==> src/rtl/hrd_pkg.sv <==
// Shared constants, match keys and types for the HTTP request end detector.
`timescale 1ns / 1ps

package hrd_pkg;

    localparam int COUNT_WIDTH_DEF = 28;
    localparam int CFG_W           = 28;
    localparam int LEN_W           = 31;
    localparam int OUT_CNT_W       = 28;
    localparam int STATUS_W        = 2;
    localparam int PADDR_W         = 3;
    localparam int PDATA_W         = 32;

    localparam logic [CFG_W-1:0] MAX_BYTES_RESET = 28'd10485760;
    localparam logic [0:0]       REG_MAX_BYTES   = 1'b0;

    localparam logic [STATUS_W-1:0] ST_INCOMPLETE = 2'd0;
    localparam logic [STATUS_W-1:0] ST_COMPLETE   = 2'd1;
    localparam logic [STATUS_W-1:0] ST_OVERSIZE   = 2'd2;

    // matcher phases
    localparam logic [1:0] PH_SEARCH = 2'd0;
    localparam logic [1:0] PH_SKIP   = 2'd1;
    localparam logic [1:0] PH_VALUE  = 2'd2;
    localparam logic [1:0] PH_DONE   = 2'd3;

    localparam logic [7:0] CHR_NUL   = 8'h00;
    localparam logic [7:0] CHR_CR    = 8'h0D;
    localparam logic [7:0] CHR_LF    = 8'h0A;
    localparam logic [7:0] CHR_SP    = 8'h20;
    localparam logic [7:0] CHR_DIG0  = 8'h30;
    localparam logic [7:0] CHR_DIG9  = 8'h39;

    localparam logic [23:0]      HDR_TAIL = 24'h0D0A0D;
    localparam logic [LEN_W-1:0] LEN_MAX  = '1;

    localparam int CL_KEY_LEN = 15;
    localparam int TE_KEY_LEN = 18;
    localparam int CK_KEY_LEN = 7;
    localparam logic [8*CL_KEY_LEN-1:0] CL_KEY = "Content-Length:";
    localparam logic [8*TE_KEY_LEN-1:0] TE_KEY = "Transfer-Encoding:";
    localparam logic [8*CK_KEY_LEN-1:0] CK_KEY = "CHUNKED";

    localparam logic [2:0] TERM_DONE  = 3'd5;
    localparam logic [3:0] METH_SAT   = 4'd15;

    typedef struct packed {
        logic [3:0]       method_count;
        logic [3:0]       method_cand;
        logic             method_closed;
        logic [3:0]       len_idx;
        logic [1:0]       len_phase;
        logic [LEN_W-1:0] len_value;
        logic [4:0]       enc_idx;
        logic [1:0]       enc_phase;
        logic [2:0]       enc_cmp;
        logic             chunked;
        logic             zero_seen;
    } t_match_state;

    localparam t_match_state MATCH_RESET = '{
        method_count:  4'd0,
        method_cand:   4'hF,
        method_closed: 1'b0,
        len_idx:       4'd0,
        len_phase:     PH_SEARCH,
        len_value:     '0,
        enc_idx:       5'd0,
        enc_phase:     PH_SEARCH,
        enc_cmp:       3'd0,
        chunked:       1'b0,
        zero_seen:     1'b0
    };

    function automatic logic [7:0] to_upper(input logic [7:0] b);
        return (b >= 8'h61 && b <= 8'h7A) ? b - 8'd32 : b;
    endfunction

    function automatic logic is_ws(input logic [7:0] b);
        return (b == CHR_SP) || (b >= 8'd9 && b <= 8'd13);
    endfunction

    function automatic logic [7:0] cl_char(input logic [3:0] idx);
        logic [7:0] c;
        c = '0;
        if (idx < 4'(CL_KEY_LEN)) c = CL_KEY[8*(CL_KEY_LEN-1-int'(idx)) +: 8];
        return c;
    endfunction

    function automatic logic [7:0] te_char(input logic [4:0] idx);
        logic [7:0] c;
        c = '0;
        if (idx < 5'(TE_KEY_LEN)) c = TE_KEY[8*(TE_KEY_LEN-1-int'(idx)) +: 8];
        return c;
    endfunction

    function automatic logic [7:0] ck_char(input logic [2:0] idx);
        logic [7:0] c;
        c = '0;
        if (idx < 3'(CK_KEY_LEN)) c = CK_KEY[8*(CK_KEY_LEN-1-int'(idx)) +: 8];
        return c;
    endfunction

    // GET, HEAD, DELETE, OPTIONS, left aligned in 8 bytes
    function automatic logic [7:0] meth_char(input logic [1:0] k, input logic [2:0] pos);
        logic [63:0] nm;
        unique case (k)
            2'd0: nm = {"GET", 40'h0};
            2'd1: nm = {"HEAD", 32'h0};
            2'd2: nm = {"DELETE", 16'h0};
            2'd3: nm = {"OPTIONS", 8'h0};
            default: nm = '0;
        endcase
        return nm[8*(7-int'(pos)) +: 8];
    endfunction

    function automatic logic [3:0] meth_len(input logic [1:0] k);
        logic [3:0] n;
        unique case (k)
            2'd0: n = 4'd3;
            2'd1: n = 4'd4;
            2'd2: n = 4'd6;
            2'd3: n = 4'd7;
            default: n = 4'd0;
        endcase
        return n;
    endfunction

    // body terminator 0 CR LF CR LF
    function automatic logic [7:0] end_char(input logic [2:0] idx);
        logic [7:0] c;
        unique case (idx)
            3'd0: c = CHR_DIG0;
            3'd1: c = CHR_CR;
            3'd2: c = CHR_LF;
            3'd3: c = CHR_CR;
            3'd4: c = CHR_LF;
            default: c = CHR_NUL;
        endcase
        return c;
    endfunction

endpackage

==> src/rtl/hrd_ifs.sv <==
// Valid/ready channel interfaces for request bytes and detector results.
`timescale 1ns / 1ps

interface hrd_in_if;
    logic       valid;
    logic       ready;
    logic [7:0] data_byte;
    logic       first_byte;

    modport source (output valid, output data_byte, output first_byte, input ready);
    modport sink   (input valid, input data_byte, input first_byte, output ready);
endinterface

interface hrd_out_if;
    logic                           valid;
    logic                           ready;
    logic [hrd_pkg::STATUS_W-1:0]   status;
    logic                           header_done;
    logic                           bodiless_method;
    logic                           chunked_body;
    logic [hrd_pkg::LEN_W-1:0]      declared_length;
    logic [hrd_pkg::OUT_CNT_W-1:0]  header_bytes;
    logic [hrd_pkg::OUT_CNT_W-1:0]  body_bytes;

    modport source (output valid, output status, output header_done, output bodiless_method,
                    output chunked_body, output declared_length, output header_bytes,
                    output body_bytes, input ready);
    modport sink   (input valid, input status, input header_done, input bodiless_method,
                    input chunked_body, input declared_length, input header_bytes,
                    input body_bytes, output ready);
endinterface

==> src/rtl/hrd_cfg_regs.sv <==
// APB register block holding the request byte limit.
`timescale 1ns / 1ps

module hrd_cfg_regs (
    input  logic                          i_clk,
    input  logic                          i_rst_n,
    input  logic                          psel,
    input  logic                          penable,
    input  logic                          pwrite,
    input  logic [hrd_pkg::PADDR_W-1:0]   paddr,
    input  logic [hrd_pkg::PDATA_W-1:0]   pwdata,
    output logic [hrd_pkg::PDATA_W-1:0]   prdata,
    output logic                          pready,
    output logic [hrd_pkg::CFG_W-1:0]     o_max_bytes
);
    import hrd_pkg::*;

    logic [CFG_W-1:0] r_max_bytes;
    logic             hit_max;

    assign hit_max = (paddr[PADDR_W-1] == REG_MAX_BYTES);
    assign pready  = 1'b1;

    always_ff @(posedge i_clk) begin
        if (!i_rst_n) begin
            r_max_bytes <= MAX_BYTES_RESET;
        end else if (psel && penable && pwrite && hit_max) begin
            r_max_bytes <= pwdata[CFG_W-1:0];
        end
    end

    assign prdata      = hit_max ? {{(PDATA_W-CFG_W){1'b0}}, r_max_bytes} : '0;
    assign o_max_bytes = r_max_bytes;

endmodule

==> src/rtl/hrd_field_match.sv <==
// Header field matchers: method, Content-Length value and chunked encoding.
`timescale 1ns / 1ps

module hrd_field_match (
    input  hrd_pkg::t_match_state i_cur,
    input  logic [7:0]            i_byte,
    output hrd_pkg::t_match_state o_next
);
    import hrd_pkg::*;

    always_comb begin : p_next
        t_match_state     nx;
        logic [7:0]       ub;
        logic [LEN_W+3:0] prod;
        logic             digit;
        nx    = i_cur;
        ub    = to_upper(i_byte);
        digit = (i_byte >= CHR_DIG0) && (i_byte <= CHR_DIG9);
        // value * 10 + digit
        prod  = ({4'b0, i_cur.len_value} << 3) + ({4'b0, i_cur.len_value} << 1)
              + {{(LEN_W){1'b0}}, i_byte[3:0]};

        if (i_byte == CHR_NUL) begin
            // NUL stops all header searches for the rest of the header
            nx.zero_seen = 1'b1;
            if (!i_cur.method_closed) begin
                nx.method_closed = 1'b1;
                nx.method_cand   = '0;
            end
            if (i_cur.len_phase != PH_SEARCH) nx.len_phase = PH_DONE;
            if (i_cur.enc_phase != PH_SEARCH) nx.enc_phase = PH_DONE;
        end else if (!i_cur.zero_seen) begin
            // method
            if (!i_cur.method_closed) begin
                if (i_byte == CHR_SP) begin
                    for (int k = 0; k < 4; k++) begin
                        if (meth_len(2'(k)) != i_cur.method_count) nx.method_cand[k] = 1'b0;
                    end
                    nx.method_closed = 1'b1;
                end else begin
                    for (int k = 0; k < 4; k++) begin
                        if (i_cur.method_count >= meth_len(2'(k)) ||
                            ub != meth_char(2'(k), i_cur.method_count[2:0])) begin
                            nx.method_cand[k] = 1'b0;
                        end
                    end
                    if (i_cur.method_count != METH_SAT) begin
                        nx.method_count = i_cur.method_count + 4'd1;
                    end
                end
            end

            // Content-Length
            unique case (i_cur.len_phase)
                PH_SEARCH: begin
                    if (i_byte == cl_char(i_cur.len_idx)) begin
                        if (i_cur.len_idx == 4'(CL_KEY_LEN - 1)) begin
                            nx.len_idx   = '0;
                            nx.len_phase = PH_SKIP;
                        end else begin
                            nx.len_idx = i_cur.len_idx + 4'd1;
                        end
                    end else begin
                        nx.len_idx = (i_byte == cl_char(4'd0)) ? 4'd1 : 4'd0;
                    end
                end
                PH_SKIP, PH_VALUE: begin
                    if (!(i_cur.len_phase == PH_SKIP && is_ws(i_byte))) begin
                        if (digit) begin
                            nx.len_value = (prod > {4'b0, LEN_MAX}) ? LEN_MAX
                                                                     : prod[LEN_W-1:0];
                            nx.len_phase = PH_VALUE;
                        end else begin
                            nx.len_phase = PH_DONE;
                        end
                    end
                end
                default: begin
                end
            endcase

            // Transfer-Encoding
            unique case (i_cur.enc_phase)
                PH_SEARCH: begin
                    if (i_byte == te_char(i_cur.enc_idx)) begin
                        if (i_cur.enc_idx == 5'(TE_KEY_LEN - 1)) begin
                            nx.enc_idx   = '0;
                            nx.enc_phase = PH_SKIP;
                        end else begin
                            nx.enc_idx = i_cur.enc_idx + 5'd1;
                        end
                    end else begin
                        nx.enc_idx = (i_byte == te_char(5'd0)) ? 5'd1 : 5'd0;
                    end
                end
                PH_SKIP, PH_VALUE: begin
                    if (!(i_cur.enc_phase == PH_SKIP && is_ws(i_byte))) begin
                        nx.enc_phase = PH_VALUE;
                        if (ub == ck_char(i_cur.enc_cmp)) begin
                            nx.enc_cmp = i_cur.enc_cmp + 3'd1;
                            if (i_cur.enc_cmp == 3'(CK_KEY_LEN - 1)) begin
                                nx.chunked   = 1'b1;
                                nx.enc_phase = PH_DONE;
                            end
                        end else begin
                            nx.enc_phase = PH_DONE;
                        end
                    end
                end
                default: begin
                end
            endcase
        end
        o_next = nx;
    end

endmodule

==> src/rtl/hrd_core.sv <==
// Byte pipeline: input register, request state update and result register.
`timescale 1ns / 1ps

module hrd_core #(
    parameter int COUNT_WIDTH = hrd_pkg::COUNT_WIDTH_DEF
) (
    input  logic                      i_clk,
    input  logic                      i_rst_n,
    input  logic [hrd_pkg::CFG_W-1:0] i_max_bytes,
    hrd_in_if.sink                    i_req,
    hrd_out_if.source                 o_res
);
    import hrd_pkg::*;

    // input stage
    logic       r_s1_valid;
    logic [7:0] r_s1_byte;
    logic       r_s1_first;

    // request state
    logic [COUNT_WIDTH-1:0] r_total, r_hdr_len, r_body;
    logic [23:0]            r_recent;
    logic                   r_hdr_seen, r_complete, r_oversize;
    logic [2:0]             r_term;
    t_match_state           r_match;

    // result stage
    logic                   r_out_valid;
    logic [STATUS_W-1:0]    r_status;
    logic                   r_hdr_done, r_bodiless, r_chunked;
    logic [LEN_W-1:0]       r_decl_len;
    logic [OUT_CNT_W-1:0]   r_hdr_bytes, r_body_bytes;

    // state seen by the word in stage 1 (cleared when it opens a request)
    logic [COUNT_WIDTH-1:0] c_total, c_hdr_len, c_body;
    logic [23:0]            c_recent;
    logic                   c_hdr_seen, c_complete, c_oversize;
    logic [2:0]             c_term;
    t_match_state           c_match, m_next;

    logic [COUNT_WIDTH-1:0] n_total, n_hdr_len, n_body;
    logic [23:0]            n_recent;
    logic                   n_hdr_seen, n_complete, n_oversize;
    logic [2:0]             n_term;
    t_match_state           n_match;
    logic                   n_bodiless;
    logic [STATUS_W-1:0]    n_status;

    logic [COUNT_WIDTH-1:0]           inc_total, inc_body;
    logic [32+COUNT_WIDTH-1:0]        total_wide, body_wide;
    logic [31:0]                      total32, body32, max32;
    logic [OUT_CNT_W+COUNT_WIDTH-1:0] hl_ext, body_ext;

    logic adv, in_ready, in_take;

    assign adv      = r_s1_valid && (!r_out_valid || o_res.ready);
    assign in_ready = !r_s1_valid || adv;
    assign in_take  = i_req.valid && in_ready;

    assign c_total    = r_s1_first ? '0 : r_total;
    assign c_hdr_len  = r_s1_first ? '0 : r_hdr_len;
    assign c_body     = r_s1_first ? '0 : r_body;
    assign c_recent   = r_s1_first ? '0 : r_recent;
    assign c_hdr_seen = r_s1_first ? 1'b0 : r_hdr_seen;
    assign c_complete = r_s1_first ? 1'b0 : r_complete;
    assign c_oversize = r_s1_first ? 1'b0 : r_oversize;
    assign c_term     = r_s1_first ? '0 : r_term;
    assign c_match    = r_s1_first ? MATCH_RESET : r_match;

    hrd_field_match u_match (
        .i_cur  (c_match),
        .i_byte (r_s1_byte),
        .o_next (m_next)
    );

    assign inc_total  = c_total + 1'b1;
    assign inc_body   = c_body + 1'b1;
    assign total_wide = {32'b0, inc_total};
    assign body_wide  = {32'b0, inc_body};
    assign total32    = total_wide[31:0];
    assign body32     = body_wide[31:0];
    assign max32      = {{(32-CFG_W){1'b0}}, i_max_bytes};

    always_comb begin
        n_total    = c_total;
        n_hdr_len  = c_hdr_len;
        n_body     = c_body;
        n_recent   = c_recent;
        n_hdr_seen = c_hdr_seen;
        n_complete = c_complete;
        n_oversize = c_oversize;
        n_term     = c_term;
        n_match    = c_match;
        n_bodiless = c_match.method_closed && (|c_match.method_cand);

        if (!c_complete && !c_oversize) begin
            if (&c_total) begin
                // byte counter full
                n_oversize = 1'b1;
            end else begin
                n_total = inc_total;
                if (!c_hdr_seen) begin
                    n_match = m_next;
                    if (c_recent == HDR_TAIL && r_s1_byte == CHR_LF) begin
                        n_hdr_seen = 1'b1;
                        n_hdr_len  = inc_total;
                    end
                end else begin
                    n_body = inc_body;
                    if (c_term != TERM_DONE) begin
                        if (r_s1_byte == end_char(c_term)) n_term = c_term + 3'd1;
                        else n_term = (r_s1_byte == end_char(3'd0)) ? 3'd1 : 3'd0;
                    end
                end
                n_recent   = {c_recent[15:0], r_s1_byte};
                n_bodiless = n_match.method_closed && (|n_match.method_cand);

                if (n_hdr_seen) begin
                    priority if (n_bodiless) begin
                        n_complete = 1'b1;
                    end else if (n_match.len_value != '0) begin
                        if (c_hdr_seen && body32 >= {1'b0, n_match.len_value})
                            n_complete = 1'b1;
                    end else if (n_match.chunked) begin
                        if (n_term == TERM_DONE) n_complete = 1'b1;
                    end else begin
                        if (c_hdr_seen && inc_body != '0) n_complete = 1'b1;
                    end
                end
                if (!n_complete && total32 > max32) n_oversize = 1'b1;
            end
        end

        n_status = n_complete ? ST_COMPLETE : (n_oversize ? ST_OVERSIZE : ST_INCOMPLETE);
    end

    assign hl_ext   = {{OUT_CNT_W{1'b0}}, n_hdr_len};
    assign body_ext = {{OUT_CNT_W{1'b0}}, n_body};

    always_ff @(posedge i_clk) begin
        if (!i_rst_n) begin
            r_s1_valid <= 1'b0;
        end else if (in_take) begin
            r_s1_valid <= 1'b1;
        end else if (adv) begin
            r_s1_valid <= 1'b0;
        end
    end

    always_ff @(posedge i_clk) begin
        if (in_take) begin
            r_s1_byte  <= i_req.data_byte;
            r_s1_first <= i_req.first_byte;
        end
    end

    always_ff @(posedge i_clk) begin
        if (!i_rst_n) begin
            r_total    <= '0;
            r_hdr_len  <= '0;
            r_body     <= '0;
            r_recent   <= '0;
            r_hdr_seen <= 1'b0;
            r_complete <= 1'b0;
            r_oversize <= 1'b0;
            r_term     <= '0;
            r_match    <= MATCH_RESET;
        end else if (adv) begin
            r_total    <= n_total;
            r_hdr_len  <= n_hdr_len;
            r_body     <= n_body;
            r_recent   <= n_recent;
            r_hdr_seen <= n_hdr_seen;
            r_complete <= n_complete;
            r_oversize <= n_oversize;
            r_term     <= n_term;
            r_match    <= n_match;
        end
    end

    always_ff @(posedge i_clk) begin
        if (!i_rst_n) begin
            r_out_valid <= 1'b0;
        end else if (adv) begin
            r_out_valid <= 1'b1;
        end else if (o_res.ready) begin
            r_out_valid <= 1'b0;
        end
    end

    always_ff @(posedge i_clk) begin
        if (adv) begin
            r_status     <= n_status;
            r_hdr_done   <= n_hdr_seen;
            r_bodiless   <= n_bodiless;
            r_chunked    <= n_match.chunked;
            r_decl_len   <= n_match.len_value;
            r_hdr_bytes  <= n_hdr_seen ? hl_ext[OUT_CNT_W-1:0] : '0;
            r_body_bytes <= n_hdr_seen ? body_ext[OUT_CNT_W-1:0] : '0;
        end
    end

    assign i_req.ready           = in_ready;
    assign o_res.valid           = r_out_valid;
    assign o_res.status          = r_status;
    assign o_res.header_done     = r_hdr_done;
    assign o_res.bodiless_method = r_bodiless;
    assign o_res.chunked_body    = r_chunked;
    assign o_res.declared_length = r_decl_len;
    assign o_res.header_bytes    = r_hdr_bytes;
    assign o_res.body_bytes      = r_body_bytes;

endmodule

==> src/rtl/http_request_end_detector_unit.sv <==
// HTTP request end detector top level: APB limit register and byte pipeline.
// Flow: a taken byte is held in the input register; its result is registered in the
// result register when that is free; while the sink holds a result, the byte waits.
// Throughput: one byte per cycle while the sink takes each result.
// Reset: synchronous, active low; clears request state, limit returns to 10485760.
`timescale 1ns / 1ps

module http_request_end_detector_unit #(
    parameter int COUNT_WIDTH = hrd_pkg::COUNT_WIDTH_DEF
) (
    input  logic                          i_clk,
    input  logic                          i_rst_n,
    input  logic                          psel,
    input  logic                          penable,
    input  logic                          pwrite,
    input  logic [hrd_pkg::PADDR_W-1:0]   paddr,
    input  logic [hrd_pkg::PDATA_W-1:0]   pwdata,
    output logic [hrd_pkg::PDATA_W-1:0]   prdata,
    output logic                          pready,
    hrd_in_if.sink                        i_req,
    hrd_out_if.source                     o_res
);
    import hrd_pkg::*;

    logic [CFG_W-1:0] w_max_bytes;

    hrd_cfg_regs u_cfg (
        .i_clk       (i_clk),
        .i_rst_n     (i_rst_n),
        .psel        (psel),
        .penable     (penable),
        .pwrite      (pwrite),
        .paddr       (paddr),
        .pwdata      (pwdata),
        .prdata      (prdata),
        .pready      (pready),
        .o_max_bytes (w_max_bytes)
    );

    hrd_core #(
        .COUNT_WIDTH (COUNT_WIDTH)
    ) u_core (
        .i_clk       (i_clk),
        .i_rst_n     (i_rst_n),
        .i_max_bytes (w_max_bytes),
        .i_req       (i_req),
        .o_res       (o_res)
    );

    // counts stay zero until the header ends
    a_counts_before_hdr: assert property (@(posedge i_clk) disable iff (!i_rst_n)
        (o_res.valid && !o_res.header_done) |->
            (o_res.header_bytes == '0 && o_res.body_bytes == '0))
        else $error("header/body counts nonzero before header end");

    a_complete_after_hdr: assert property (@(posedge i_clk) disable iff (!i_rst_n)
        (o_res.valid && o_res.status == ST_COMPLETE) |-> o_res.header_done)
        else $error("request complete without header end");

    a_limit_write: assert property (@(posedge i_clk) disable iff (!i_rst_n)
        (psel && penable && pwrite && paddr[PADDR_W-1] == REG_MAX_BYTES) |=>
            (w_max_bytes == $past(pwdata[CFG_W-1:0])))
        else $error("limit register write lost");

endmodule
==> src/flat_wrapper.sv <==
// flat-port wrapper written by rule: the top's interface ports become plain ports
module http_request_end_detector_unit_flat import hrd_pkg::*;
#(
    parameter int COUNT_WIDTH = hrd_pkg::COUNT_WIDTH_DEF
)
  (i_clk, i_rst_n, psel, penable, pwrite, paddr, pwdata, prdata, pready, i_req_valid, i_req_data_byte, i_req_first_byte, i_req_ready, o_res_valid, o_res_status, o_res_header_done, o_res_bodiless_method, o_res_chunked_body, o_res_declared_length, o_res_header_bytes, o_res_body_bytes, o_res_ready);
  hrd_in_if i_req_i ();
  hrd_out_if o_res_i ();
  input  logic i_clk;
  input  logic i_rst_n;
  input  logic psel;
  input  logic penable;
  input  logic pwrite;
  input  logic [hrd_pkg::PADDR_W-1:0] paddr;
  input  logic [hrd_pkg::PDATA_W-1:0] pwdata;
  output logic [hrd_pkg::PDATA_W-1:0] prdata;
  output logic pready;
  input wire logic [$bits(i_req_i.valid)-1:0] i_req_valid;
  input wire logic [$bits(i_req_i.data_byte)-1:0] i_req_data_byte;
  input wire logic [$bits(i_req_i.first_byte)-1:0] i_req_first_byte;
  output wire logic [$bits(i_req_i.ready)-1:0] i_req_ready;
  output wire logic [$bits(o_res_i.valid)-1:0] o_res_valid;
  output wire logic [$bits(o_res_i.status)-1:0] o_res_status;
  output wire logic [$bits(o_res_i.header_done)-1:0] o_res_header_done;
  output wire logic [$bits(o_res_i.bodiless_method)-1:0] o_res_bodiless_method;
  output wire logic [$bits(o_res_i.chunked_body)-1:0] o_res_chunked_body;
  output wire logic [$bits(o_res_i.declared_length)-1:0] o_res_declared_length;
  output wire logic [$bits(o_res_i.header_bytes)-1:0] o_res_header_bytes;
  output wire logic [$bits(o_res_i.body_bytes)-1:0] o_res_body_bytes;
  input wire logic [$bits(o_res_i.ready)-1:0] o_res_ready;
  assign i_req_i.valid = i_req_valid;
  assign i_req_i.data_byte = i_req_data_byte;
  assign i_req_i.first_byte = i_req_first_byte;
  assign i_req_ready = i_req_i.ready;
  assign o_res_valid = o_res_i.valid;
  assign o_res_status = o_res_i.status;
  assign o_res_header_done = o_res_i.header_done;
  assign o_res_bodiless_method = o_res_i.bodiless_method;
  assign o_res_chunked_body = o_res_i.chunked_body;
  assign o_res_declared_length = o_res_i.declared_length;
  assign o_res_header_bytes = o_res_i.header_bytes;
  assign o_res_body_bytes = o_res_i.body_bytes;
  assign o_res_i.ready = o_res_ready;
  http_request_end_detector_unit #(.COUNT_WIDTH(COUNT_WIDTH)) u_core (.i_clk(i_clk), .i_rst_n(i_rst_n), .psel(psel), .penable(penable), .pwrite(pwrite), .paddr(paddr), .pwdata(pwdata), .prdata(prdata), .pready(pready), .i_req(i_req_i), .o_res(o_res_i));
endmodule
==> config.mk <==
export PLATFORM = sky130hd
export DESIGN_NAME = http_request_end_detector_unit_flat
export DESIGN_NICKNAME = d
export VERILOG_FILES = /design/src/rtl/hrd_pkg.sv /design/src/rtl/hrd_ifs.sv /design/src/rtl/hrd_cfg_regs.sv /design/src/rtl/hrd_field_match.sv /design/src/rtl/hrd_core.sv /design/src/rtl/http_request_end_detector_unit.sv /design/src/flat_wrapper.sv
export SDC_FILE = /design/constraint.sdc
export NUM_CORES = 1
export LEC_CHECK = 0
export BUFFER_PORTS_ARGS = -buffer_cell sky130_fd_sc_hd__buf_2
export CAP_MARGIN = 20
export CORE_AREA = 2 2 296 298
export CTS_BUF_LIST = sky130_fd_sc_hd__clkbuf_8
export CTS_CLUSTER_DIAMETER = 30
export CTS_CLUSTER_SIZE = 8
export DETAILED_ROUTE_END_ITERATION = 10
export DIE_AREA = 0 0 298 300
export PLACE_DENSITY_LB_ADDON = 0.15
export SLEW_MARGIN = 20
export SYNTH_ARGS = -nofsm -noshare
export SYNTH_HDL_FRONTEND = slang
export SYNTH_SLANG_ARGS = --single-unit
==> constraint.sdc <==
create_clock -name i_clk -period 8.4 [get_ports i_clk]
set_clock_uncertainty 0.1 [all_clocks]
set_input_delay 0.42 -clock i_clk [delete_from_list [all_inputs] [get_ports i_clk]]
set_output_delay 0.42 -clock i_clk [all_outputs]
set_load 0.01 [all_outputs]
Yosys cells after proc, flatten, opt, wreduce, memory -nomap -nowiden
Index checks and enable logic that the tools add are counted.
{ "word_totals": {"regBits": 303, "input_bits": 51, "output_inout_bits": 127, "word_cells": 325} }
{ "classes": {"addsub": 14, "order_cmp": 16, "eq_ne": 32, "shifts": 7, "mux": 178, "n_bitwise": 1, "n_reduce_logical": 46} }
{ "op_table": {"columns": ["op", "n"], "rows": [
  ["64-bit two-way mux", 16],
  ["28-bit two-way mux", 13],
  ["58-bit two-way mux", 6],
  ["64-bit by 32-bit indexed part select with 8-bit output", 4],
  ["4-bit two-way mux", 43],
  ["8-bit two-way mux", 18],
  ["144-bit by 32-bit indexed part select with 8-bit output (first input constant)", 1],
  ["120-bit by 32-bit indexed part select with 8-bit output (first input constant)", 1],
  ["31-bit two-way mux", 3],
  ["24-bit two-way mux", 3],
  ["57-bit two-way mux", 1],
  ["28-bit by 1-bit adder with 28-bit output (second input constant)", 2],
  ["56-bit by 32-bit indexed part select with 8-bit output (first input constant)", 1],
  ["1-bit two-way mux", 45],
  ["36-bit two-way mux", 1],
  ["34-bit by 32-bit adder with 35-bit output", 1],
  ["35-bit by 4-bit adder with 35-bit output", 1],
  ["35-bit by 31-bit > comparator with 1-bit output (second input constant)", 1],
  ["33-bit two-way mux", 1],
  ["8-bit equality test", 4],
  ["8-bit != test", 4],
  ["28-bit by 31-bit greater-or-equal comparator with 1-bit output", 1],
  ["31-bit nonzero test", 1],
  ["28-bit > comparator", 1],
  ["50 further kinds", 121]
]} }

Longest topological paths before layout
Gate-level depths: netlist (run 1).
{ "depth": {"depth_word": 31, "ltp_mapped": 33, "ltp_nobuf": 27} }

Hierarchy
A second synthesis (run 1) with hierarchy kept.
{ "unflattened": {"cells_unflattened": 2774, "area_unflattened_um2": 22028.6} }
{ "by_module_without_submodules": {"columns": ["module", "instances", "cells_each", "area_each_um2", "seq_area_each_um2"], "rows": [
  ["hrd_core", 1, 1803, 15235.9, 6516.2],
  ["hrd_field_match", 1, 811, 5408.9, 0.0],
  ["hrd_cfg_regs", 1, 160, 1383.8, 560.5]
]} }

Worst setup path before layout (run 1)
Ideal clock, no wire load.
{ "synth_path": {"path_type": "reg-to-reg", "from": "register u_core.u_core.r_s1_first", "to": "register u_core.u_core.r_status[0] (netlist: u_core.u_core.o_res.status[0]) (data pin)", "setup_ns": 0.273, "arrival_time_ns": 5.894, "required_time_ns": 8.027, "setup_slack_ns": 2.134, "path_stages_with_launch": 31, "n_path_buf": 8, "period_less_slack_ns": 6.266, "cell_sequence": "edfxtp_1 buf_2 buf_2 buf_2 buf_2 buf_2 clkbuf_1 nor2b_1 ha_1 ha_1 a21oi_1 o211ai_1 a21oi_2 o221ai_2 a211oi_2 mux2i_1 nor3_4 buf_6 clkbuf_1 nand3_1 o21ai_0 ha_1 a21o_1 a21o_1 a21oi_1 o21ai_0 a221o_1 o21ai_0 nand2b_1 o21ba_2 o41ai_2"} }
{ "synth_via": {"elab_chain_len": 25, "word_cells_on_any_way": 126, "cone_classes": "add/sub (6); order compare (7); eq/ne (22); shift (5); mux (64); reduce/logical (22)"} }
{ "synth_lines": {"columns": ["item", "line", "source"], "rows": [
  ["from (decl)", "hrd_core.sv:18", "logic r_s1_first;"],
  ["from (signal assigned)", "hrd_core.sv:153", "r_s1_first <= i_req.first_byte;"],
  ["branches (longest 24 deep; another with 34-bit by 32-bit adder with 35-bit output)", null, null],
  ["1-bit two-way mux *", "hrd_core.sv:96", "if (!c_complete && !c_oversize) begin"],
  ["named net u_core.u_core.n_complete", "hrd_core.sv:43", "logic n_hdr_seen, n_complete, n_oversize;"],
  ["to (signal assigned)", "hrd_core.sv:193", "r_status <= n_status;"],
  ["to (decl)", "hrd_core.sv:29", "logic [STATUS_W-1:0] r_status;"]
]} }
Mark *: on every way through the listed nets, which the timed path passes. The select of a mux whose other input is x is not followed.
A chain may end at the register's enable or synchronous reset.

Worst setup path in the final report (run 1)
{ "layout_path": {"from": "register u_core.u_core.r_s1_first", "to": "register u_core.u_core.r_status[1] (netlist: u_core.u_core.o_res.status[1]) (data pin)"} }
The elaborated chain is that of the path after synthesis.

==> metrics.log, run 1 <==
INFO  metric power_density = approximately 170 nW/um^2
INFO  metric stdcell_area = between 20000 and 30000 sq um
INFO  metric totalNegativeSetupSlack = 0 ps
INFO  metric postSynthAreaPerCell = about 7.7 sq um
INFO  metric wl_per_cell = 19.2 um
INFO  metric cts_tree = built
INFO  metric outcome = completed
INFO  metric ys_types = between 100 and 150
INFO  metric dp_cells = 3963
INFO  metric final_common_cell = nand2_1
INFO  metric first_global_vias = ~20k
INFO  metric io_buffers = between 150 and 200
INFO  metric irDropWorstVdd = 0.0000867 V
INFO  metric regToRegSetupSlack = 1330 ps
INFO  metric setup_viol = 0
INFO  metric first_pass_iters = 5
INFO  metric critical_path_class = flip-flop to flip-flop
INFO  metric synth.area.top_cells = dfxtp_1 (19%), edfxtp_1 (14%), ha_1 (8.7%)
INFO  metric cts_htree_levels = 3
INFO  metric path_max_fanout = 57
INFO  metric hold_ws = roughly 140 ps
INFO  metric ctsRootBufferMaster = clkbuf_8
INFO  metric global_route.overflow_total = 0
INFO  metric worstSkewPairLatency = between 600 and 700 ps
INFO  metric antenna_found_initial = 3
INFO  metric hold_violations = 0
INFO  metric share_of_final_layout_standard_cells_stronger_than_drive_strength_1 = between 10% and 20%
INFO  metric max_slew_margin = ~29%
INFO  metric crit_path_end_kind = flip-flop
INFO  metric worstHoldPathType = input pin to flip-flop
INFO  metric postSynth.topFlopCell = dfxtp_1
INFO  metric die_width = between 200 and 300 um
INFO  metric post_dp_cell_area = ~23000 sq um
INFO  metric gpl.final_weighted_congestion = slightly below 0.9
INFO  metric layout_setup_ws = ~1300 ps
INFO  metric postCtsSetupBuffers = 0
INFO  metric grt_start_max_net_pins = 105
INFO  metric grt_use_total = between 10% and 20%
INFO  metric detail_route.vias_per_cell = 5.06
INFO  metric finish.cell_count_without_fillers = between 4k and 5k
INFO  metric area_added_between_synthesis_and_finish = 20.7%
INFO  metric drc = 0
INFO  metric fp.dieH = 300 um
INFO  metric unrepaired_setup_endpoints_after_global_routing = false
INFO  metric postLayoutCoreUtil = 30.0%
INFO  metric vias = ~21k
INFO  metric synth_seq_area_share = roughly 33%
INFO  metric detailedRoute.firstIterationViolations = roughly 1.6k
INFO  metric grt_first_pass_wirelength = between 100000 and 150000 um
INFO  metric core = ~86000 sq um
INFO  metric period_needed = between 7000 and 8000 ps
INFO  metric postSynthCellCount = between 2k and 3k
INFO  metric flop_and_latch_count_out_of_synthesis = 303
INFO  metric design.final.nets = 3141
INFO  metric dpl.hpwl = around 56000 um
INFO  metric timing.final.max_slew_violations = 0
INFO  metric fmaxAchievable = ~140 MHz
INFO  metric cts.path.max_buffers = 3
INFO  metric worst_setup_path_endpoint = u_core.u_core.o_res.status[1]
INFO  metric ys_async_sr_fraction = 0%
INFO  metric startpoint_type = flip-flop
INFO  metric cp.arrival = 7400 ps
INFO  metric post_synth_edffs = between 100 and 150
INFO  metric crit_required = 8730 ps
INFO  metric drv_cap = 0
INFO  metric tritoncts.num_buffers = 90
INFO  metric r2r_start = u_core.u_core.r_s1_first
INFO  metric power.static_leakage = approximately 10 nW
INFO  metric yosysWarnings = 0
INFO  metric worstMarginPinSlew = between 1000 and 1500 ps
INFO  metric die-area = around 89000 sq um
INFO  metric row_cnt = around 110
INFO  metric syn_area = approximately 21000 sq um
INFO  metric yosys.area.top_type_share = 18.9%
INFO  metric pre_cts_ws = between 1000 and 1500 ps
INFO  metric crit_path_start = u_core.u_core.r_s1_first
INFO  metric detail_route.wirelength = 80000 um
INFO  metric number_of_nets_still_failing_antenna_checks_after_routing = 0
INFO  metric reg2reg_to = u_core.u_core.o_res.status[1]
INFO  metric ff2ff_path_depth = 26
INFO  metric post-route-period-util = a little over four fifths
INFO  metric cts_sinks = around 300
INFO  metric io_pins = around 180
INFO  metric clk_pin_slew_worst_paths = 50 ps
INFO  metric initial_core_util = about 25%
INFO  metric p_total = approximately 4.5 mW
INFO  metric layout_common_cells = nand2_1 (432), nor2_1 (328), a21oi_1 (263)
INFO  metric synth_largest_area_cell = dfxtp_1
==> cell usage after synthesis (27+ instances only) <==
| cell type | number |
|---|---|
| and3_1 | 36 |
| a22oi_1 | 56 |
| xnor2_1 | 63 |
| a21oi_1 | 263 |
| edfxtp_1 | 101 |
| nor3_1 | 50 |
| inv_1 | 82 |
| o21ai_0 | 143 |
| nor4_1 | 27 |
| xor2_1 | 44 |
| nor2_1 | 328 |
| a31oi_1 | 35 |
| nand4_1 | 38 |
| dfxtp_1 | 202 |
| nand3_1 | 101 |
| nor2b_1 | 70 |
| nand2_1 | 432 |
| ha_1 | 149 |
| clkbuf_1 | 131 |
==> state kept, by name, indices dropped and copies added (netlist names), 2 cells and up <==
name                                 cells
u_core.u_core.r_term                     3
u_core.u_core.r_hdr_len                 28
u_core.u_core.r_body                    28
u_core.u_cfg.o_max_bytes                28
u_core.u_core.r_total                   28
u_core.u_core.r_s1_byte                  8
u_core.u_core.r_match                   58
u_core.u_core.o_res.body_bytes          28
u_core.u_core.o_res.declared_length     31
u_core.u_core.o_res.status               2
u_core.u_core.o_res.header_bytes        28
u_core.u_core.r_recent                  24
==> critical path, stage by stage (launching register included) <==
cell	delay, ps
edfxtp_1	470
buf_12	240
nor2b_1	740
ha_1	380
ha_1	390
a21o_1	240
o21ai_0	250
o21ai_0	140
a2111o_1	390
a211oi_2	280
o221a_2	280
nand3_2	330
or3_1	430
o21ai_0	120
ha_1	200
o21a_1	120
o21a_1	110
o21a_1	110
o21ai_0	60
a21boi_0	200
o21ai_0	100
a31oi_1	200
o21ai_0	130
nand2b_1	150
o21ba_2	170
o41ai_2	350
a21oi_1	70
==> cell families (layout without fill, tap and decap cells) <==
group	Yosys count	after routing	share of synthesized area (%)
other	2	6	0.0350
xor gates and xnor gates	109	109	4.53
muxes	20	20	0.963
DFF	303	303	33.0
and+or+nand+nor	1203	1203	26.2
adders and majority gates	151	151	8.84
buffers and inverters	272	508	5.19
AOI/OAI and AO/OA	719	719	21.3
==> where the power goes <==
part | switching (mW) | internal [mW]
registers | 0.0252 | 1.56
clock network | 0.890 | 1.55
logic | 0.300 | 0.139
total | 1.21 | 3.25
==> layer usage <==
| layer | wire [um] | global-route usage [%] | vias to the layer above |
|---|---|---|---|
| met2 | 38000 | 29.1 | 553 |
| met5 | 0 | 0 | - |
| met3 | 4060 | 2.82 | 123 |
| met1 | 36200 | 23.0 | 10200 |
| met4 | 1760 | 4.58 | 0 |
| li1 | - | - | 10300 |
==> layout make-up <==
| type | instances | area (sq um) |
|---|---|---|
| Antenna cell | 1 | 2.50 |
| Clock buffer | 100 | 1380 |
| Clock inverter | 70 | 754 |
| Fill cell | 9383 | 60400 |
| Inverter | 90 | 348 |
| Multi-Input combinational cell | 2207 | 13300 |
| Sequential cell | 303 | 7080 |
| Tap cell | 1155 | 1450 |
| Timing Repair Buffer | 248 | 1580 |
==> worst min-delay path by stage <==
stage / start / to / slack [ps] / cells past startpoint
floorplan: u_core.u_core.r_match[13] / u_core.u_core.r_match[13] / 330 / 2
global placement: u_core.u_core.r_match[13] / u_core.u_core.r_match[13] / 340 / 2
detailed placement: u_core.u_core.r_match[15] / u_core.u_core.r_match[15] / 340 / 2
CTS: i_rst_n / u_core.u_core.r_match[50] / 100 / 2
global route: i_rst_n / u_core.u_core.r_match[50] / 120 / 2
finish: i_rst_n / u_core.u_core.r_match[50] / 140 / 2
==> timing repair <==
action,4_1_cts,5_1_grt
hold buffers,40,0
hold endpoints to repair,39,0
endpoints found under the setup margin,0,0
resized for setup,0,0
No activity file was read; power rests on OpenSTA's default activity.
==> run 2: changes to the inputs <==
--- a/config.mk
+++ b/config.mk
@@ -5,14 +5,15 @@
 export SDC_FILE = /design/constraint.sdc
 export NUM_CORES = 1
 export LEC_CHECK = 0
+export ABC_AREA = 1
 export BUFFER_PORTS_ARGS = -buffer_cell sky130_fd_sc_hd__buf_2
 export CAP_MARGIN = 20
-export CORE_AREA = 2 2 296 298
+export CORE_AREA = 2 2 307 309
 export CTS_BUF_LIST = sky130_fd_sc_hd__clkbuf_8
 export CTS_CLUSTER_DIAMETER = 30
 export CTS_CLUSTER_SIZE = 8
 export DETAILED_ROUTE_END_ITERATION = 10
-export DIE_AREA = 0 0 298 300
+export DIE_AREA = 0 0 309 311
 export PLACE_DENSITY_LB_ADDON = 0.15
 export SLEW_MARGIN = 20
 export SYNTH_ARGS = -nofsm -noshare
==> constraint.sdc (replaced) <==
create_clock -name i_clk -period 5.8 [get_ports i_clk]
set_clock_uncertainty 0.1 [all_clocks]
set_input_delay 0.29 -clock i_clk [delete_from_list [all_inputs] [get_ports i_clk]]
set_output_delay 0.29 -clock i_clk [all_outputs]
set_load 0.01 [all_outputs]
==> run 2 against run 1 <==
Cell count rose by 23%. First-iteration DRC count fell by 16%. Non-clock buffer count rose by 180. Largest cell class unchanged. Register-to-register slack got worse by 900 ps.
==> metrics.log, run 2 <==
INFO  metric outcome = completed
INFO  metric tritoncts.num_buffers = 93
INFO  metric ys_async_sr_fraction = 0%
INFO  metric cts.path.max_buffers = 3
INFO  metric hold_start = i_rst_n
INFO  metric number_of_nets_still_failing_antenna_checks_after_routing = 0
INFO  metric r2r_start = u_core.u_core.r_s1_first
INFO  metric synth_seq_area_share = 30.7%
INFO  metric cts_tree = built
INFO  metric min_path_cells = 2
INFO  metric layout_common_cells = nand2_1 (729), inv_1 (567), nor2_1 (345)
INFO  metric timing.final.max_slew_violations = 0
INFO  metric crit_required = between 6000 and 7000 ps
INFO  metric antenna_found_initial = 2
INFO  metric critical_path.n_buffers_inverters = 7
INFO  metric fillers = approximately 10k
INFO  metric hold_ws = a little over 60 ps
INFO  metric ys_types = 69
INFO  metric io_buffers = around 170
INFO  metric first_pass_iters = 5
INFO  metric fp.dieH = 311 um
INFO  metric multiInputGateArea = approximately 13000 sq um
INFO  metric path_max_fanout = 12
INFO  metric initial_core_util = 24.8%
INFO  metric cp_common_cell = nand2_1
INFO  metric max_slew_margin = between 40 and 50%
INFO  metric gpl.final_weighted_congestion = ~0.85
INFO  metric final_common_cell = nand2_1
INFO  metric crit_path_start = u_core.u_core.r_s1_first
INFO  metric detailedRoute.firstIterationViolations = about 1.4k
INFO  metric post-synth-top-count-cell = nand2_1
INFO  metric ctsRootBufferMaster = clkbuf_8
INFO  metric grt_start_max_net_pins = between 100 and 150
INFO  metric grt_use_total = ~17%
INFO  metric drc = 0
INFO  metric detail_route.vias_per_cell = around 4.5
INFO  metric synth_largest_area_cell = dfxtp_1
INFO  metric postSynthCellCount = roughly 3.5k
INFO  metric design.final.nets = around 4.0k
INFO  metric drv_cap = 0
INFO  metric hold_violations = 0
INFO  metric dp_cells = 4928
INFO  metric wl_per_cell = about 16 um
INFO  metric finish.cell_count_without_fillers = between 5k and 6k
INFO  metric syn_area = ~23000 sq um
INFO  metric cts_htree_levels = 3
INFO  metric stdcell_area = 29100 sq um
INFO  metric postSynth.topFlopCell = dfxtp_1
INFO  metric cp.arrival = 5730 ps
INFO  metric share_of_final_layout_standard_cells_stronger_than_drive_strength_1 = between 10% and 20%
INFO  metric startpoint_type = flip-flop
INFO  metric largest_register_ff_count = 58
INFO  metric worstHoldPathType = input pin to flip-flop
INFO  metric core = 92800 sq um
INFO  metric registers.top_by_ff_count = u_core.u_core.r_match
INFO  metric irDropWorstVdd = 0.000137 V
INFO  metric postSynthAreaPerCell = around 6.7 sq um
INFO  metric flop_and_latch_count_out_of_synthesis = between 300 and 400
INFO  metric period_needed = 5380 ps
INFO  metric timing.critical_path.slowest_stage_cell = edfxtp_1
INFO  metric seq_area = around 7100 sq um
INFO  metric ff2ff_path_depth = 38
INFO  metric yosysWarnings = 0
INFO  metric path_depth = 38
INFO  metric dpl.hpwl = about 62000 um
INFO  metric crit_path_end_kind = flip-flop
INFO  metric post_dp_cell_area = ~26000 sq um
INFO  metric worstMarginPinSlew = about 900 ps
INFO  metric area_added_between_synthesis_and_finish = 26.1%
INFO  metric vias = roughly 23k
INFO  metric power.static_leakage = roughly 14 nW
INFO  metric die_width = a little over 300 um
INFO  metric critical_path_class = flip-flop to flip-flop
INFO  metric largest_stage_delay_on_the_critical_path = between 400 and 500 ps
INFO  metric first_global_vias = 22.5k
INFO  metric grt_first_pass_wirelength = roughly 130000 um
INFO  metric power_density = approximately 230 nW/um^2
INFO  metric p_total = between 6 and 7 mW
INFO  metric setup_viol = 0
INFO  metric unrepaired_setup_endpoints_after_global_routing = false
INFO  metric cts_sinks = around 300
INFO  metric critical-path-top-delay-family = simple AND/OR/NAND/NOR gates
INFO  metric clk_pin_slew_worst_paths = approximately 50 ps
INFO  metric post_synth_edffs = 101
INFO  metric yosys.area.top_type_share = between 10% and 20%
INFO  metric post-route-period-util = between 90% and 100%
INFO  metric worstSkewPairLatency = 710 ps
INFO  metric post_synth_most_frequent_cells = nand2_1 (735), inv_1 (547), nor2_1 (368), a21oi_1 (308), o21ai_0 (217)
INFO  metric detail_route.wirelength = roughly 84000 um
INFO  metric fmaxAchievable = ~190 MHz
INFO  metric global_route.overflow_total = 0
INFO  metric io_pins = 178
INFO  metric postLayoutCoreUtil = 31.3%
INFO  metric synth.area.top_cells = dfxtp_1 (18%), edfxtp_1 (13%), nand2_1 (12%)
INFO  metric die-area = about 96000 sq um
INFO  metric row_cnt = roughly 110
==> run 2: cell families after synthesis <==
kind of cell	count (synthesis)	synth area share (%)
mux	3	0.130
flops	303	30.7
simple gates	1419	26.2
buf+inv	734	12.8
xor+xnor	90	3.45
fa+ha+maj	150	8.18
compound gates	750	18.5
other cells	2	0.0326
==> run 2: power by group <==
group / leakage (nW) / switching [mW] / total [mW] / internal, mW
logic: 9.97 / 0.749 / 1.16 / 0.413
registers: 2.60 / 0.0628 / 2.38 / 2.32
clock network: 1.07 / 1.29 / 3.23 / 1.95
total: 13.6 / 2.10 / 6.78 / 4.68
==> run 2: stage by stage <==
stage	worst slack, ps	TNS, ps
after CTS	93.3	0
after floorplan	404	0
after detailed placement	-54.1	-78.2
final	425	0
after global routing	10.1	0
after global placement	-62.8	-105
==> run 2: metal layers <==
| metal | vias up | wire [um] | GRT usage [%] |
|---|---|---|---|
| met5 | - | 0 | 0 |
| met4 | 0 | 2120 | 4.88 |
| met3 | 132 | 3190 | 2.75 |
| met2 | 437 | 39200 | 28.4 |
| met1 | 10700 | 39900 | 22.9 |
| li1 | 12000 | - | - |
==> run 2: worst register-to-register path, delay by kind of cell (launching register included) <==
| family | cells | cell delay (ps) |
|---|---|---|
| AND/OR/NAND/NOR | 19 | 1780 |
| AO/OA/AOI/OAI | 9 | 990 |
| adder cells (fa/ha/maj) | 3 | 910 |
| flip-flops | 1 | 420 |
| buffers and inverters | 7 | 920 |
==> run 2: timing repair <==
| item | CTS | global route |
|---|---|---|
| pin swaps | 0 | 3 |
| gates resized for setup | 1 | 48 |
| cloned | 0 | 2 |
| buffers inserted | 0 | 5 |
| hold buffers | 43 | 0 |
| endpoints found under the setup margin | 2 | 4 |
| endpoints found under the hold margin | 39 | 0 |
==> run 2: worst paths after layout <==
path | end | slack, ps
worst max-delay path | u_core.u_core.o_res.status[1] | 420
worst min-delay path | u_core.u_core.r_match[51] | 60
worst max register to register | u_core.u_core.o_res.status[1] | 420
worst min register to register | u_core.u_core.r_total[21] | 360
==> run 2: layout make-up <==
type | count | area share [%]
diodes | 1 | 0.00861
clock buffers | 99 | 4.69
clock inverters | 75 | 2.08
inverters | 576 | 7.50
multi-input cells | 2417 | 45.6
flip-flops and latches | 303 | 24.4
well taps | 1254 | 5.40
repair buffers | 428 | 10.4
==> run 3: changes to the inputs <==
==> constraint.sdc (replaced) <==
create_clock -name i_clk -period 4.75 [get_ports i_clk]
set_clock_uncertainty 0.1 [all_clocks]
set_input_delay 0.475 -clock i_clk [delete_from_list [all_inputs] [get_ports i_clk]]
set_output_delay 0.475 -clock i_clk [all_outputs]
set_load 0.01 [all_outputs]
==> run 3 against run 2 <==
The run now ends with setup timing left. Count of clock-buffer cells in the layout is 10 higher. Die area stayed put. Utilization is 3.3 points higher. Clock power is 38% higher. Combinational power is 45% higher. First-iteration DRC count is 4.7% lower. Worst hold slack better by 67 ps. Non-clock buffer count is 257 higher. Critical path type unchanged. Highest routed layer is now met5. Critical path depth stayed put. Wire length is 5.5% higher. Critical endpoint unchanged. Maximum frequency is 4.3% higher. Power is 33% higher.
==> metrics.log, run 3 (synthesis results as in run 2) <==
INFO  metric detail_route.wirelength = 89100 um
INFO  metric worstMarginPinSlew = between 900 and 1000 ps
INFO  metric tritoncts.num_buffers = 93
INFO  metric post-route-period-util = 108%
INFO  metric path_max_fanout = 6
INFO  metric grt_use_total = between 15 and 20%
INFO  metric cts_htree_levels = 3
INFO  metric crit_path_start = u_core.u_core.r_s1_first
INFO  metric power_density = ~280 nW/um^2
INFO  metric number_of_nets_still_failing_antenna_checks_after_routing = 0
INFO  metric first_global_vias = approximately 24k
INFO  metric design.final.nets = 4279
INFO  metric drc = 0
INFO  metric clk_pin_slew_worst_paths = 50 ps
INFO  metric io_pins = 178
INFO  metric layout_setup_ws = -401 ps
INFO  metric dp_cells = around 5.2k
INFO  metric setup_viol = 4
INFO  metric grt_first_pass_wirelength = ~140000 um
INFO  metric crit_required = slightly above 5000 ps
INFO  metric cp.arrival = 5510 ps
INFO  metric unrepaired_setup_endpoints_after_global_routing = true
INFO  metric worstHoldPathType = input pin to flip-flop
INFO  metric antenna_found_initial = 5
INFO  metric violations = setup timing
INFO  metric ctsRootBufferMaster = clkbuf_8
INFO  metric share_of_final_layout_standard_cells_stronger_than_drive_strength_1 = 25.6%
INFO  metric registers.top_by_ff_count = u_core.u_core.r_match
INFO  metric fillers = between 10k and 15k
INFO  metric vias = 24.4k
INFO  metric die_width = approximately 300 um
INFO  metric fp.dieH = ~310 um
INFO  metric timing.final.max_slew_violations = 0
INFO  metric startpoint_type = flip-flop
INFO  metric io_buffers = ~170
INFO  metric grt_start_max_net_pins = between 80 and 90
INFO  metric largest_register_ff_count = between 50 and 60
INFO  metric die-area = between 90000 and 100000 sq um
INFO  metric drv_cap = 0
INFO  metric p_total = ~9.0 mW
INFO  metric layout_common_cells = nand2_1 (699), inv_1 (548), buf_4 (455)
INFO  metric ff2ff_path_depth = 38
INFO  metric critical_path_class = flip-flop to flip-flop
INFO  metric cts.path.max_buffers = 3
INFO  metric gpl.final_weighted_congestion = 0.849
INFO  metric row_cnt = 112
INFO  metric first_pass_iters = 7
INFO  metric worst_setup_path_endpoint = u_core.u_core.o_res.status[1]
INFO  metric global_route.overflow_total = 0
INFO  metric worstSkewPairLatency = roughly 700 ps
INFO  metric finish.cell_count_without_fillers = approximately 5.4k
INFO  metric power.static_leakage = ~15 nW
INFO  metric cts_sinks = roughly 300
INFO  metric irDropWorstVdd = 0.000226 V
INFO  metric largest_stage_delay_on_the_critical_path = 470 ps
INFO  metric area_added_between_synthesis_and_finish = 39.3%
INFO  metric hold_violations = 0
INFO  metric timing.critical_path.slowest_stage_cell = edfxtp_1
INFO  metric detailedRoute.firstIterationViolations = 1309
INFO  metric regToRegSetupSlack = -400 ps
INFO  metric wl_per_cell = around 16 um
INFO  metric fmaxAchievable = 194 MHz
INFO  metric reg2reg_to = u_core.u_core.o_res.status[1]
INFO  metric r2r_start = u_core.u_core.r_s1_first
INFO  metric cts_tree = built
INFO  metric crit_path_end_kind = flip-flop
INFO  metric dpl.hpwl = roughly 66000 um
INFO  metric period_needed = just over 5000 ps
INFO  metric detail_route.vias_per_cell = ~4.5
INFO  metric cp_common_cell = nand2_1
INFO  metric initial_core_util = about a quarter
INFO  metric final_common_cell = nand2_1
INFO  metric max_slew_margin = a little over a third
INFO  metric core = 92800 sq um
INFO  metric outcome = finished, violations left
-- run 3: cell types whose count changed in the layout (fill, tap and decap cells not counted), moves of 12 or more --
cell,previous run,this run
buf_12,6,18
ha_1,144,120
inv_1,567,548
ha_4,5,26
buf_4,211,455
nand2_1,729,699
nand2_2,31,52
nor2_4,12,27
-- run 3: timing repair --
action / CTS / global route
cloned: 3 / 2
pin swaps: 10 / 45
gates resized for setup: 52 / 117
endpoints found under the setup margin: 4 / 5
hold buffers: 38 / 0
hold endpoints to repair: 38 / 0
setup buffers: 11 / 18
-- run 3: worst min-delay path by stage --
stage	startpoint	end	slack [ps]	cells past startpoint
3_3_place_gp	u_core.u_core.r_total[1]	u_core.u_core.r_total[1]	350	2
6_report	i_req_valid	u_core.u_core.r_s1_valid	130	3
2_1_floorplan	u_core.u_core.r_match[0]	u_core.u_core.r_match[0]	350	2
5_1_grt	i_req_valid	u_core.u_core.r_s1_valid	130	3
3_5_place_dp	u_core.u_core.r_recent[14]	u_core.u_core.r_recent[14]	360	2
4_1_cts	penable	u_core.u_cfg.o_max_bytes[23]	100	3
-- run 3: layer usage --
metal / share of wire (%) / track usage (%) / up-vias
li1: - / - / 12600
met1: 47 / 24.4 / 11200
met2: 46 / 30.0 / 477
met3: 4.2 / 2.99 / 141
met4: 2.5 / 5.21 / 2
met5: 0.0090 / 0 / -
-- run 3: layout make-up --
type                            instances  area [sq um]  share of cell area (%)
Sequential cell                       303          7080                    22.1
Multi-Input combinational cell       2419         13900                    43.4
Antenna cell                            3          7.51                  0.0234
Clock inverter                         65           706                    2.20
Inverter                              576          2180                    6.81
Timing Repair Buffer                  685          5130                    16.0
Tap cell                             1254          1570                    4.89
Clock buffer                          109          1500                    4.67
-- run 3: metrics by stage --
stage | hold slack, ps | cell area (sq um) | worst slack (ps) | TNS [ps] | utilization, %
floorplan | 345 | 23200 | -80.6 | -250 | -
global placement | 353 | 28400 | -571 | -2090 | 30.6
detailed placement | 357 | 28400 | -601 | -2260 | 30.6
CTS | 95.3 | 31300 | -461 | -1620 | 33.8
global route | 134 | 32100 | -747 | -2880 | 34.6
finish | 129 | 32100 | -401 | -1580 | 34.6
-- run 3: where the power goes --
part	switching (mW)	total (mW)	leakage (nW)	internal [mW]
Sequential	0.0720	2.90	2.60	2.83
Combinational	1.01	1.68	11.4	0.671
Clock	1.60	4.46	1.16	2.86
-- run 3: critical path: cells and delay by family, from the launching register on --
kind / cells / cell delay, ps
flops: 1 / 470
fa+ha+maj: 3 / 760
simple gates: 25 / 2220
buf+inv: 4 / 660
compound gates: 6 / 670
